--- src/rtl/core/imav_pkg.sv ---
// ----------------------------------------------------------------------------
// imav_pkg
// Shared widths, codes and types of the impedance magnitude averager.
// ----------------------------------------------------------------------------
package imav_pkg;

  localparam int GAIN_FRAC_BITS_DEF = 48;
  localparam int MAG_FRAC           = 8;

  localparam int IN_W   = 16;
  localparam int OUT_W  = 48;
  localparam int CNT_W  = 11;
  localparam int GAIN_W = 32;
  localparam int MAG_W  = 24;
  localparam int DEN_W  = MAG_W + GAIN_W;
  localparam int SUM_W  = 64;
  localparam int ALU_W  = DEN_W + 1;
  localparam int RAD_W  = 2 * MAG_W;
  localparam int STEP_W = 6;

  localparam int CFG_DATA_W = 32;
  localparam int CFG_ADDR_W = 3;

  localparam logic [OUT_W-1:0]  OUT_MAX   = '1;
  localparam logic [CNT_W-1:0]  COUNT_RST = CNT_W'(1);
  localparam logic [GAIN_W-1:0] GAIN_RST  = GAIN_W'(1);

  // register word index, taken from paddr[2]
  localparam logic REG_AVG_COUNT = 1'b0;
  localparam logic REG_GAIN      = 1'b1;

  typedef enum logic [3:0] {
    ST_IDLE,
    ST_SQ_RE,
    ST_SQ_IM,
    ST_SQRT,
    ST_MUL,
    ST_DCHK,
    ST_DIV,
    ST_ACC,
    ST_AVG,
    ST_EMIT
  } imav_state_t;

  typedef struct packed {
    logic [CNT_W-1:0]  averaging_count;
    logic [GAIN_W-1:0] gain_mantissa;
  } imav_cfg_t;

  typedef struct packed {
    logic [OUT_W-1:0] impedance_q8;
    logic             saturated;
  } imav_res_t;

endpackage

--- src/rtl/core/imav_alu.sv ---
// ----------------------------------------------------------------------------
// imav_alu
// Shared subtract and compare unit for square root and division steps.
// ----------------------------------------------------------------------------
module imav_alu (
  input  logic [imav_pkg::ALU_W-1:0] op_a,
  input  logic [imav_pkg::ALU_W-1:0] op_b,
  output logic [imav_pkg::ALU_W-1:0] diff,
  output logic                       ge
);

  logic [imav_pkg::ALU_W:0] full;

  assign full = {1'b0, op_a} - {1'b0, op_b};
  assign diff = full[imav_pkg::ALU_W-1:0];
  assign ge   = ~full[imav_pkg::ALU_W];

endmodule

--- src/rtl/core/imav_mul.sv ---
// ----------------------------------------------------------------------------
// imav_mul
// Shared unsigned multiplier for the squares and the magnitude times gain.
// ----------------------------------------------------------------------------
module imav_mul (
  input  logic [imav_pkg::MAG_W-1:0]  op_a,
  input  logic [imav_pkg::GAIN_W-1:0] op_b,
  output logic [imav_pkg::DEN_W-1:0]  prod
);

  assign prod = imav_pkg::DEN_W'(op_a) * imav_pkg::DEN_W'(op_b);

endmodule

--- src/rtl/core/imav_engine.sv ---
// ----------------------------------------------------------------------------
// imav_engine
// Sequencer and datapath: squares, root, reciprocal, sum and block average.
// ----------------------------------------------------------------------------
module imav_engine #(
  parameter int GAIN_FRAC_BITS = imav_pkg::GAIN_FRAC_BITS_DEF
) (
  input  logic                       clk,
  input  logic                       rst_n,
  input  logic                       in_valid,
  output logic                       in_stall,
  input  logic [imav_pkg::IN_W-1:0]  in_real_part,
  input  logic [imav_pkg::IN_W-1:0]  in_imag_part,
  input  imav_pkg::imav_cfg_t        cfg,
  output logic                       res_valid,
  input  logic                       res_take,
  output imav_pkg::imav_res_t        res
);

  localparam int K         = 2 * imav_pkg::MAG_FRAC + GAIN_FRAC_BITS;
  localparam bit K_HI      = (K >= imav_pkg::OUT_W);
  localparam int SAT_SHIFT = K_HI ? K - imav_pkg::OUT_W : 0;
  localparam int DW        = imav_pkg::DEN_W;
  localparam int SW        = imav_pkg::STEP_W;
  localparam int OW        = imav_pkg::OUT_W;
  localparam int CW        = imav_pkg::CNT_W;
  localparam int AW        = imav_pkg::ALU_W;
  localparam int MW        = imav_pkg::MAG_W;
  localparam int RW        = imav_pkg::RAD_W;
  localparam int UW        = imav_pkg::SUM_W;
  localparam int IW        = imav_pkg::IN_W;

  // 2^K >> OUT_W, the remainder that enters the low quotient bits
  localparam logic [DW-1:0] REM_INIT =
    K_HI ? ({{(DW-1){1'b0}}, 1'b1} << SAT_SHIFT) : '0;
  localparam logic [SW-1:0] K_BIT     = K_HI ? '0 : SW'(K);
  localparam logic [SW-1:0] SQRT_LAST = SW'(MW - 1);
  localparam logic [SW-1:0] DIV_LAST  = SW'(OW - 1);
  localparam logic [SW-1:0] AVG_LAST  = SW'(UW - 1);

  imav_pkg::imav_state_t state_r, state_nxt;

  logic [IW-1:0]  re_r, re_nxt, im_r, im_nxt;
  logic [RW-1:0]  rad_r, rad_nxt;
  logic [DW-1:0]  rem_r, rem_nxt;
  logic [MW-1:0]  root_r, root_nxt;
  logic [DW-1:0]  denom_r, denom_nxt;
  logic [OW-1:0]  quo_r, quo_nxt;
  logic           sat_r, sat_nxt;
  logic [SW-1:0]  cnt_r, cnt_nxt;
  logic [UW-1:0]  sum_r, sum_nxt;
  logic [CW-1:0]  pairs_r, pairs_nxt;
  logic           ovf_r, ovf_nxt;
  imav_pkg::imav_res_t res_r, res_nxt;

  logic [AW-1:0]  alu_a, alu_b, alu_diff;
  logic           alu_ge;
  logic [MW-1:0]  mul_a;
  logic [imav_pkg::GAIN_W-1:0] mul_b;
  logic [DW-1:0]  mul_p;

  logic [IW-1:0]  abs_re, abs_im;
  logic [CW-1:0]  count_eff;
  logic [CW-1:0]  pairs_inc;
  logic [OW-1:0]  term;
  logic [UW-1:0]  sum_acc;
  logic           ovf_any;
  logic           block_done;
  logic           dbit;
  logic           step_last;

  imav_alu u_alu (
    .op_a (alu_a),
    .op_b (alu_b),
    .diff (alu_diff),
    .ge   (alu_ge)
  );

  imav_mul u_mul (
    .op_a (mul_a),
    .op_b (mul_b),
    .prod (mul_p)
  );

  assign abs_re     = re_r[IW-1] ? (~re_r + IW'(1)) : re_r;
  assign abs_im     = im_r[IW-1] ? (~im_r + IW'(1)) : im_r;
  assign count_eff  = (cfg.averaging_count == '0) ? CW'(1) : cfg.averaging_count;
  assign pairs_inc  = pairs_r + CW'(1);
  assign term       = sat_r ? imav_pkg::OUT_MAX : quo_r;
  assign sum_acc    = sum_r + UW'(term);
  assign ovf_any    = ovf_r | sat_r;
  assign block_done = (pairs_inc >= count_eff);
  assign dbit       = !K_HI && (cnt_r == K_BIT);
  assign step_last  = (cnt_r == '0);

  assign in_stall  = (state_r != imav_pkg::ST_IDLE);
  assign res_valid = (state_r == imav_pkg::ST_EMIT);
  assign res       = res_r;

  // next state
  always_comb begin
    state_nxt = state_r;
    unique case (state_r)
      imav_pkg::ST_IDLE:  if (in_valid) state_nxt = imav_pkg::ST_SQ_RE;
      imav_pkg::ST_SQ_RE: state_nxt = imav_pkg::ST_SQ_IM;
      imav_pkg::ST_SQ_IM: state_nxt = imav_pkg::ST_SQRT;
      imav_pkg::ST_SQRT:  if (step_last) state_nxt = imav_pkg::ST_MUL;
      imav_pkg::ST_MUL:   state_nxt = imav_pkg::ST_DCHK;
      imav_pkg::ST_DCHK:  state_nxt = alu_ge ? imav_pkg::ST_ACC : imav_pkg::ST_DIV;
      imav_pkg::ST_DIV:   if (step_last) state_nxt = imav_pkg::ST_ACC;
      imav_pkg::ST_ACC: begin
        if (!block_done) state_nxt = imav_pkg::ST_IDLE;
        else if (ovf_any) state_nxt = imav_pkg::ST_EMIT;
        else state_nxt = imav_pkg::ST_AVG;
      end
      imav_pkg::ST_AVG:   if (step_last) state_nxt = imav_pkg::ST_EMIT;
      imav_pkg::ST_EMIT:  if (res_take) state_nxt = imav_pkg::ST_IDLE;
      default:            state_nxt = imav_pkg::ST_IDLE;
    endcase
  end

  // operand selection for the shared units
  always_comb begin
    alu_a = '0;
    alu_b = '0;
    mul_a = '0;
    mul_b = '0;
    unique case (state_r)
      imav_pkg::ST_SQ_RE: begin
        mul_a = MW'(abs_re);
        mul_b = imav_pkg::GAIN_W'(abs_re);
      end
      imav_pkg::ST_SQ_IM: begin
        mul_a = MW'(abs_im);
        mul_b = imav_pkg::GAIN_W'(abs_im);
      end
      imav_pkg::ST_SQRT: begin
        alu_a = AW'({rem_r[MW:0], rad_r[RW-1:RW-2]});
        alu_b = AW'({root_r, 2'b01});
      end
      imav_pkg::ST_MUL: begin
        mul_a = root_r;
        mul_b = cfg.gain_mantissa;
      end
      imav_pkg::ST_DCHK: begin
        alu_a = AW'(REM_INIT);
        alu_b = AW'(denom_r);
      end
      imav_pkg::ST_DIV: begin
        alu_a = {rem_r, dbit};
        alu_b = AW'(denom_r);
      end
      imav_pkg::ST_AVG: begin
        alu_a = AW'({rem_r[CW-1:0], sum_r[UW-1]});
        alu_b = AW'(count_eff);
      end
      default: begin
      end
    endcase
  end

  // datapath next values
  always_comb begin
    re_nxt    = re_r;
    im_nxt    = im_r;
    rad_nxt   = rad_r;
    rem_nxt   = rem_r;
    root_nxt  = root_r;
    denom_nxt = denom_r;
    quo_nxt   = quo_r;
    sat_nxt   = sat_r;
    cnt_nxt   = cnt_r;
    sum_nxt   = sum_r;
    pairs_nxt = pairs_r;
    ovf_nxt   = ovf_r;
    res_nxt   = res_r;
    case (state_r)
      imav_pkg::ST_IDLE: begin
        re_nxt = in_real_part;
        im_nxt = in_imag_part;
      end
      imav_pkg::ST_SQ_RE: begin
        rad_nxt = RW'(mul_p[31:0]);
      end
      imav_pkg::ST_SQ_IM: begin
        rad_nxt  = {rad_r[31:0] + mul_p[31:0], 16'h0000};
        rem_nxt  = '0;
        root_nxt = '0;
        cnt_nxt  = SQRT_LAST;
      end
      imav_pkg::ST_SQRT: begin
        rad_nxt  = rad_r << 2;
        rem_nxt  = alu_ge ? alu_diff[DW-1:0] : alu_a[DW-1:0];
        root_nxt = {root_r[MW-2:0], alu_ge};
        cnt_nxt  = cnt_r - SW'(1);
      end
      imav_pkg::ST_MUL: begin
        denom_nxt = mul_p;
      end
      imav_pkg::ST_DCHK: begin
        // quotient of 2^48 or more, or a zero divisor, saturates
        sat_nxt = alu_ge;
        rem_nxt = REM_INIT;
        quo_nxt = '0;
        cnt_nxt = DIV_LAST;
      end
      imav_pkg::ST_DIV: begin
        rem_nxt = alu_ge ? alu_diff[DW-1:0] : alu_a[DW-1:0];
        quo_nxt = {quo_r[OW-2:0], alu_ge};
        cnt_nxt = cnt_r - SW'(1);
      end
      imav_pkg::ST_ACC: begin
        if (!block_done) begin
          sum_nxt   = sum_acc;
          pairs_nxt = pairs_inc;
          ovf_nxt   = ovf_any;
        end else begin
          pairs_nxt = '0;
          ovf_nxt   = 1'b0;
          if (ovf_any) begin
            sum_nxt              = '0;
            res_nxt.impedance_q8 = imav_pkg::OUT_MAX;
            res_nxt.saturated    = 1'b1;
          end else begin
            sum_nxt = sum_acc;
            rem_nxt = '0;
            cnt_nxt = AVG_LAST;
          end
        end
      end
      imav_pkg::ST_AVG: begin
        // sum register shifts out dividend bits and takes in quotient bits
        rem_nxt = alu_ge ? alu_diff[DW-1:0] : alu_a[DW-1:0];
        sum_nxt = {sum_r[UW-2:0], alu_ge};
        cnt_nxt = cnt_r - SW'(1);
        if (step_last) begin
          res_nxt.impedance_q8 = {sum_r[OW-2:0], alu_ge};
          res_nxt.saturated    = 1'b0;
          sum_nxt              = '0;
        end
      end
      default: begin
      end
    endcase
  end

  always_ff @(posedge clk) begin
    if (!rst_n) begin
      state_r <= imav_pkg::ST_IDLE;
      sum_r   <= '0;
      pairs_r <= '0;
      ovf_r   <= 1'b0;
    end else begin
      state_r <= state_nxt;
      sum_r   <= sum_nxt;
      pairs_r <= pairs_nxt;
      ovf_r   <= ovf_nxt;
    end
  end

  always_ff @(posedge clk) begin
    re_r    <= re_nxt;
    im_r    <= im_nxt;
    rad_r   <= rad_nxt;
    rem_r   <= rem_nxt;
    root_r  <= root_nxt;
    denom_r <= denom_nxt;
    quo_r   <= quo_nxt;
    sat_r   <= sat_nxt;
    cnt_r   <= cnt_nxt;
    res_r   <= res_nxt;
  end

endmodule

--- src/rtl/core/impedance_magnitude_averager_core.sv ---
// ----------------------------------------------------------------------------
// impedance_magnitude_averager_core
// Averages 1/(|z| * gain) over blocks of DFT result pairs.
// ----------------------------------------------------------------------------
//
//   channel   direction  handshake           word
//   in_       input      in_valid/in_stall   real_part, imag_part (signed 16)
//   out_      output     out_valid/out_stall impedance_q8 (48, Q40.8), saturated
//   cfg_      APB        psel/penable        0x0 averaging_count, 0x4 gain_mantissa
//
// A word goes from acceptance to the next acceptance through two squares on the
// shared multiplier, 24 root steps and 48 reciprocal division steps on the shared
// subtractor, plus the magnitude times gain and the accumulate. A saturated term
// skips the 48 division steps. The pair that closes a block adds 64 averaging
// division steps, unless a term saturated, and a handoff to the output word.
// Reset clears the sequencer, the running sum, the pair count, the overflow
// flag and out_valid; no clearing pass. The output register frees the engine while
// out_stall holds a finished word; a second finished word waits in the engine.
// ----------------------------------------------------------------------------
module impedance_magnitude_averager_core #(
  parameter int GAIN_FRAC_BITS = imav_pkg::GAIN_FRAC_BITS_DEF
) (
  input  logic                             clk,
  input  logic                             rst_n,
  // input words
  input  logic                             in_valid,
  output logic                             in_stall,
  input  logic [imav_pkg::IN_W-1:0]        in_real_part,
  input  logic [imav_pkg::IN_W-1:0]        in_imag_part,
  // result words
  output logic                             out_valid,
  input  logic                             out_stall,
  output logic [imav_pkg::OUT_W-1:0]       out_impedance_q8,
  output logic                             out_saturated,
  // register port
  input  logic                             cfg_psel,
  input  logic                             cfg_penable,
  input  logic                             cfg_pwrite,
  input  logic [imav_pkg::CFG_ADDR_W-1:0]  cfg_paddr,
  input  logic [imav_pkg::CFG_DATA_W-1:0]  cfg_pwdata,
  output logic [imav_pkg::CFG_DATA_W-1:0]  cfg_prdata,
  output logic                             cfg_pready
);

  imav_pkg::imav_cfg_t cfg_r, cfg_nxt;
  imav_pkg::imav_res_t eng_res;
  logic                eng_res_valid;
  logic                eng_res_take;
  logic                cfg_wr;

  logic                              out_valid_r, out_valid_nxt;
  logic [imav_pkg::OUT_W-1:0]        out_q_r, out_q_nxt;
  logic                              out_sat_r, out_sat_nxt;

  // ---------------------------------------------------------------------------
  // Register port: word index sits in paddr[2]
  // ---------------------------------------------------------------------------
  assign cfg_pready = 1'b1;
  assign cfg_wr     = cfg_psel & cfg_penable & cfg_pwrite & cfg_pready;

  always_comb begin
    cfg_nxt = cfg_r;
    if (cfg_wr) begin
      unique case (cfg_paddr[2])
        imav_pkg::REG_AVG_COUNT:
          cfg_nxt.averaging_count = cfg_pwdata[imav_pkg::CNT_W-1:0];
        imav_pkg::REG_GAIN:
          cfg_nxt.gain_mantissa = cfg_pwdata[imav_pkg::GAIN_W-1:0];
        default: begin
        end
      endcase
    end
  end

  always_comb begin
    unique case (cfg_paddr[2])
      imav_pkg::REG_AVG_COUNT:
        cfg_prdata = imav_pkg::CFG_DATA_W'(cfg_r.averaging_count);
      imav_pkg::REG_GAIN:
        cfg_prdata = imav_pkg::CFG_DATA_W'(cfg_r.gain_mantissa);
      default:
        cfg_prdata = '0;
    endcase
  end

  always_ff @(posedge clk) begin
    if (!rst_n) begin
      cfg_r.averaging_count <= imav_pkg::COUNT_RST;
      cfg_r.gain_mantissa   <= imav_pkg::GAIN_RST;
    end else begin
      cfg_r <= cfg_nxt;
    end
  end

  // ---------------------------------------------------------------------------
  // Sequenced datapath
  // ---------------------------------------------------------------------------
  imav_engine #(
    .GAIN_FRAC_BITS (GAIN_FRAC_BITS)
  ) u_engine (
    .clk          (clk),
    .rst_n        (rst_n),
    .in_valid     (in_valid),
    .in_stall     (in_stall),
    .in_real_part (in_real_part),
    .in_imag_part (in_imag_part),
    .cfg          (cfg_r),
    .res_valid    (eng_res_valid),
    .res_take     (eng_res_take),
    .res          (eng_res)
  );

  // ---------------------------------------------------------------------------
  // Output register: take a new word when empty or when the held word leaves
  // ---------------------------------------------------------------------------
  assign eng_res_take = eng_res_valid & (~out_valid_r | ~out_stall);

  always_comb begin
    out_valid_nxt = out_valid_r;
    out_q_nxt     = out_q_r;
    out_sat_nxt   = out_sat_r;
    if (eng_res_take) begin
      out_valid_nxt = 1'b1;
      out_q_nxt     = eng_res.impedance_q8;
      out_sat_nxt   = eng_res.saturated;
    end else if (out_valid_r && !out_stall) begin
      // drop the word once it is taken
      out_valid_nxt = 1'b0;
    end
  end

  always_ff @(posedge clk) begin
    if (!rst_n) begin
      out_valid_r <= 1'b0;
    end else begin
      out_valid_r <= out_valid_nxt;
    end
  end

  always_ff @(posedge clk) begin
    out_q_r   <= out_q_nxt;
    out_sat_r <= out_sat_nxt;
  end

  assign out_valid        = out_valid_r;
  assign out_impedance_q8 = out_q_r;
  assign out_saturated    = out_sat_r;

endmodule
--- config.mk ---
export PLATFORM = sky130hd
export DESIGN_NAME = impedance_magnitude_averager_core
export DESIGN_NICKNAME = d
export VERILOG_FILES = /design/src/rtl/core/imav_pkg.sv /design/src/rtl/core/imav_alu.sv /design/src/rtl/core/imav_mul.sv /design/src/rtl/core/imav_engine.sv /design/src/rtl/core/impedance_magnitude_averager_core.sv
export SDC_FILE = /design/constraint.sdc
export NUM_CORES = 2
export LEC_CHECK = 0
export BUFFER_PORTS_ARGS = -buffer_cell sky130_fd_sc_hd__clkbuf_2
export CORE_UTILIZATION = 37
export DETAILED_ROUTE_END_ITERATION = 6
export PLACE_DENSITY = 0.49
export SYNTH_ARGS = -nofsm -noshare
export SYNTH_HDL_FRONTEND = slang
export SYNTH_SLANG_ARGS = --single-unit
--- constraint.sdc ---
create_clock -name clk -period 28 [get_ports clk]
set_input_delay 5.6 -clock clk [delete_from_list [all_inputs] [get_ports clk]]
set_output_delay 5.6 -clock clk [all_outputs]
set_load 0.01 [all_outputs]
==> key figures <==
Yosys
  • Seq cells post-synth: 493
  • Top_reg_cell synth: edfxtp_1
  • Cell Area, Synth: 53000 sq um
  • Synth warn: 0
  • Synth area leaders: fa_1, edfxtp_1, ha_1
  • Mean Syn Cell Area: 9.08 sq um
  • Yosys top cell area share: 0.250
  • Cell accounting for the most synthesized area: fa_1
  • Mapped Cells: 5840
  • Unique cell type count in the Yosys netlist: 93
  • Post-synth net total: 6908
  • Register area share after synthesis: 0.256
  • Most numerous cell in the Yosys netlist: nand2_1
  • EDFF count, synth: 369
  • Most frequent cells after synthesis: nand2_1, inv_1, fa_1
  • Ys async rst share: 0

Layout
  • Inserted Diodes: 0
  • Layout cells sized above 1: 0.0780
  • Nets@finish: 6906
  • Final Instance Count excl. Fillers: 7778
  • Layout filler cell count: 14300
  • Utilization after layout: 0.408
  • Area growth, synth to finish: 9.16%

Clock tree
  • CTS root buffer: clkbuf_16
  • CTS max path bufs: 3
  • CTS tree: yes
  • Clock Latency Late Sink: 0.68 ns
  • # resized after CTS: 0
  • TritonCTS Buffers: 58
  • Clock slew at reported path FFs: 0.06 ns
  • Htree depth: 2
  • Sinks on Clock Net: 493
  • Postcts setup bufs: 0
  • CTS Hold Bufs: 0

Timing
  • Slew Limit Fails: 0
  • Final period utilization: 0.458
  • Worst-margin pin slew: 1.28 ns
  • Max_slew headroom: 0.148
  • Setup violators final: 0
  • Setup TNS: 0 ns
  • Shortest period the worst path allows: 12.82 ns
  • FMAX: 78.0 MHz
  • Final Hold Fails: 0
  • Clock skew: 0.0357 ns
  • RSZ-0062 raised after global routing: false

Global route
  • Antenna violations before repair: 6
  • Number of global-route vias before repair: 42700
  • GRT Total Usage: 0.242
  • First-pass GRT wire length: 266000 um
  • Largest net degree at the start of global routing: 119
  • GR Overflow Total: 0

Routing
  • DRC Markers: 0
  • Final wirelength: 176000 um
  • Iteration-0 DRC Markers: 2886
  • Drt pass-1 iters: 5
  • Post-DR vias/cell: 5.37
  • DR vias: 41800
  • Antenna Nets Post-Route: 0
  • Routed length per placed instance: 22.6 um

Critical path
  • Worst-path cell chain: clkbuf_2 > o21ai_0 > clkbuf_2
  • Crit. End Element: primary output
  • CP required: 22.40 ns
  • Crit-path leading delay family: buffers and inverters
  • R2r worst-path depth: 36
  • Buf/Inv on CP: 2
  • Crit-path slowest cell: o21ai_0
  • Crit Path Category: primary input to primary output
  • Cell mode on critical path: clkbuf_2
  • Crit-path max FO: 45
  • Worst Setup Start Kind: primary input
  • Cell depth of the worst setup path: 3
  • Slowest stage delay, CP: 0.78 ns
  • CP arrival: 7.22 ns

Placement
  • IO buf count: 154
  • Routability-driven placement congestion ratio: 0.921
  • Placed cell count: 7668
  • Hpwl dp: 132000 um

Floorplan
  • Die Height: 381 um
  • Die X: 381 um
  • I/O Pins: 158
  • Die area: 145000 sq um
  • Initial Util: 0.374
  • FP Rows: 138
  • Core area: 142000 sq um

Power
  • Internal power: 1.77 mW
  • NetSw: 1.26 mW
  • Final Total Pwr: 3.03 mW
  • Cell area power density: 52.3 nW/um^2
  • Clk pwr share: 0.269
  • Reg power frac: 0.302
  • Static Leak: 25.4 nW
  • Sw frac: 0.415
  • Combinational share of power: 0.429
  • Worst VDD drop: 0.0465 mV

Run status
  • Outcome: completed

Hold path
  • Worst Hold Class: register to register
  • Hold Crit Depth: 0

Run
  • Number of max-cap violations: 0
path summary, 6_finish.rpt:
| path | startpoint | to | slack, ns |
|---|---|---|---|
| setup reg to reg | u_engine.im_r[0]$_DFFE_PN_ | u_engine.rad_r[46]$_DFFE_PP_ | 16.24 |
| hold / removal | u_engine.res[42]$_SDFFCE_PN1P_ | out_impedance_q8[41]$_DFFE_PP_ | 0.42 |
| setup / recovery | cfg_paddr[2] | cfg_prdata[2] | 15.18 |
| hold reg to reg | u_engine.res[42]$_SDFFCE_PN1P_ | out_impedance_q8[41]$_DFFE_PP_ | 0.42 |
sequential cells by signal (all words and copies together), names as in the netlist:
| name | cells |
|---|---|
| cfg_r | 43 |
| out_impedance_q8 | 48 |
| out_saturated | 1 |
| out_valid | 1 |
| u_engine.cnt_r | 6 |
| u_engine.denom_r | 56 |
| u_engine.im_r | 16 |
| u_engine.ovf_r | 1 |
| u_engine.pairs_r | 11 |
| u_engine.quo_r | 48 |
| u_engine.rad_r | 48 |
| u_engine.re_r | 16 |
| u_engine.rem_r | 56 |
| u_engine.res | 49 |
| u_engine.root_r | 24 |
| u_engine.sat_r | 1 |
| u_engine.state_r | 4 |
| u_engine.sum_r | 64 |
area by class of cell:
cell class / count / area [sq um] / share of cell area
Clock inverter: 43 / 515 / 0.00891
Sequential cell: 493 / 13600 / 0.234
Clock buffer: 67 / 1520 / 0.0262
Inverter: 781 / 2930 / 0.0506
Timing Repair Buffer: 252 / 1520 / 0.0263
Tap cell: 1890 / 2360 / 0.0409
Multi-Input combinational cell: 4252 / 35500 / 0.613
cells by family (layout without fill, tap and decap cells):
| logic type | Yosys count | after routing | synth area share |
|---|---|---|---|
| adder cells (fa/ha/maj) | 994 | 994 | 0.328 |
| AO/OA/AOI/OAI | 1105 | 1105 | 0.135 |
| AND/OR/NAND/NOR | 1927 | 1927 | 0.165 |
| flip-flops | 493 | 493 | 0.256 |
| other | 1 | 1 | 0.0000707 |
| XOR/XNOR | 205 | 205 | 0.0341 |
| multiplexers | 20 | 20 | 0.00380 |
| buffers and inverters | 1095 | 1143 | 0.0781 |
layer usage:
layer | up-vias | routed length [um] | track usage
li1 | 19200 | - | -
met1 | 21100 | 75300 | 0.315
met2 | 1241 | 83100 | 0.406
met3 | 325 | 9250 | 0.0305
met4 | 0 | 8190 | 0.100
met5 | - | 0 | 0
layout by cell type (no fill, tap or decap), drive strengths merged, types with 46 or more instances in the layout:
cell    netlist  final
and3        102    102
xor2         90     90
nand4        46     46
nor2        381    381
fa          661    661
nand3        48     48
and2        164    164
ha          333    333
a21boi       60     60
inv         781    787
or2          62     62
nand2       917    917
a21o        156    156
buf          25     99
dfxtp       124    124
nand2b       77     77
a21oi       317    317
edfxtp      369    369
clkbuf      289    220
o21ai       233    233
xnor2       114    114
stage by stage:
| step | hold slack, ns | setup slack [ns] | area (sq um) |
|---|---|---|---|
| 3_5_place_dp | 0.405 | 15.30 | 55900 |
| 5_1_grt | 0.421 | 15.16 | 57900 |
| 2_1_floorplan | 0.400 | 16.08 | 53000 |
| 6_report | 0.418 | 15.18 | 57900 |
| 4_1_cts | 0.420 | 15.30 | 57900 |
| 3_3_place_gp | 0.402 | 15.32 | 55900 |
power groups by stage:
stage	clock network [mW]	registers, mW	logic (mW)
finish	0.815	0.914	1.30
global route	0.865	0.918	1.41
CTS	0.838	0.912	1.30
detailed placement	0	0.926	1.29
global placement	0	0.926	1.29
floorplan	0	0.904	0.863
No activity file was read; power rests on OpenSTA's default activity.
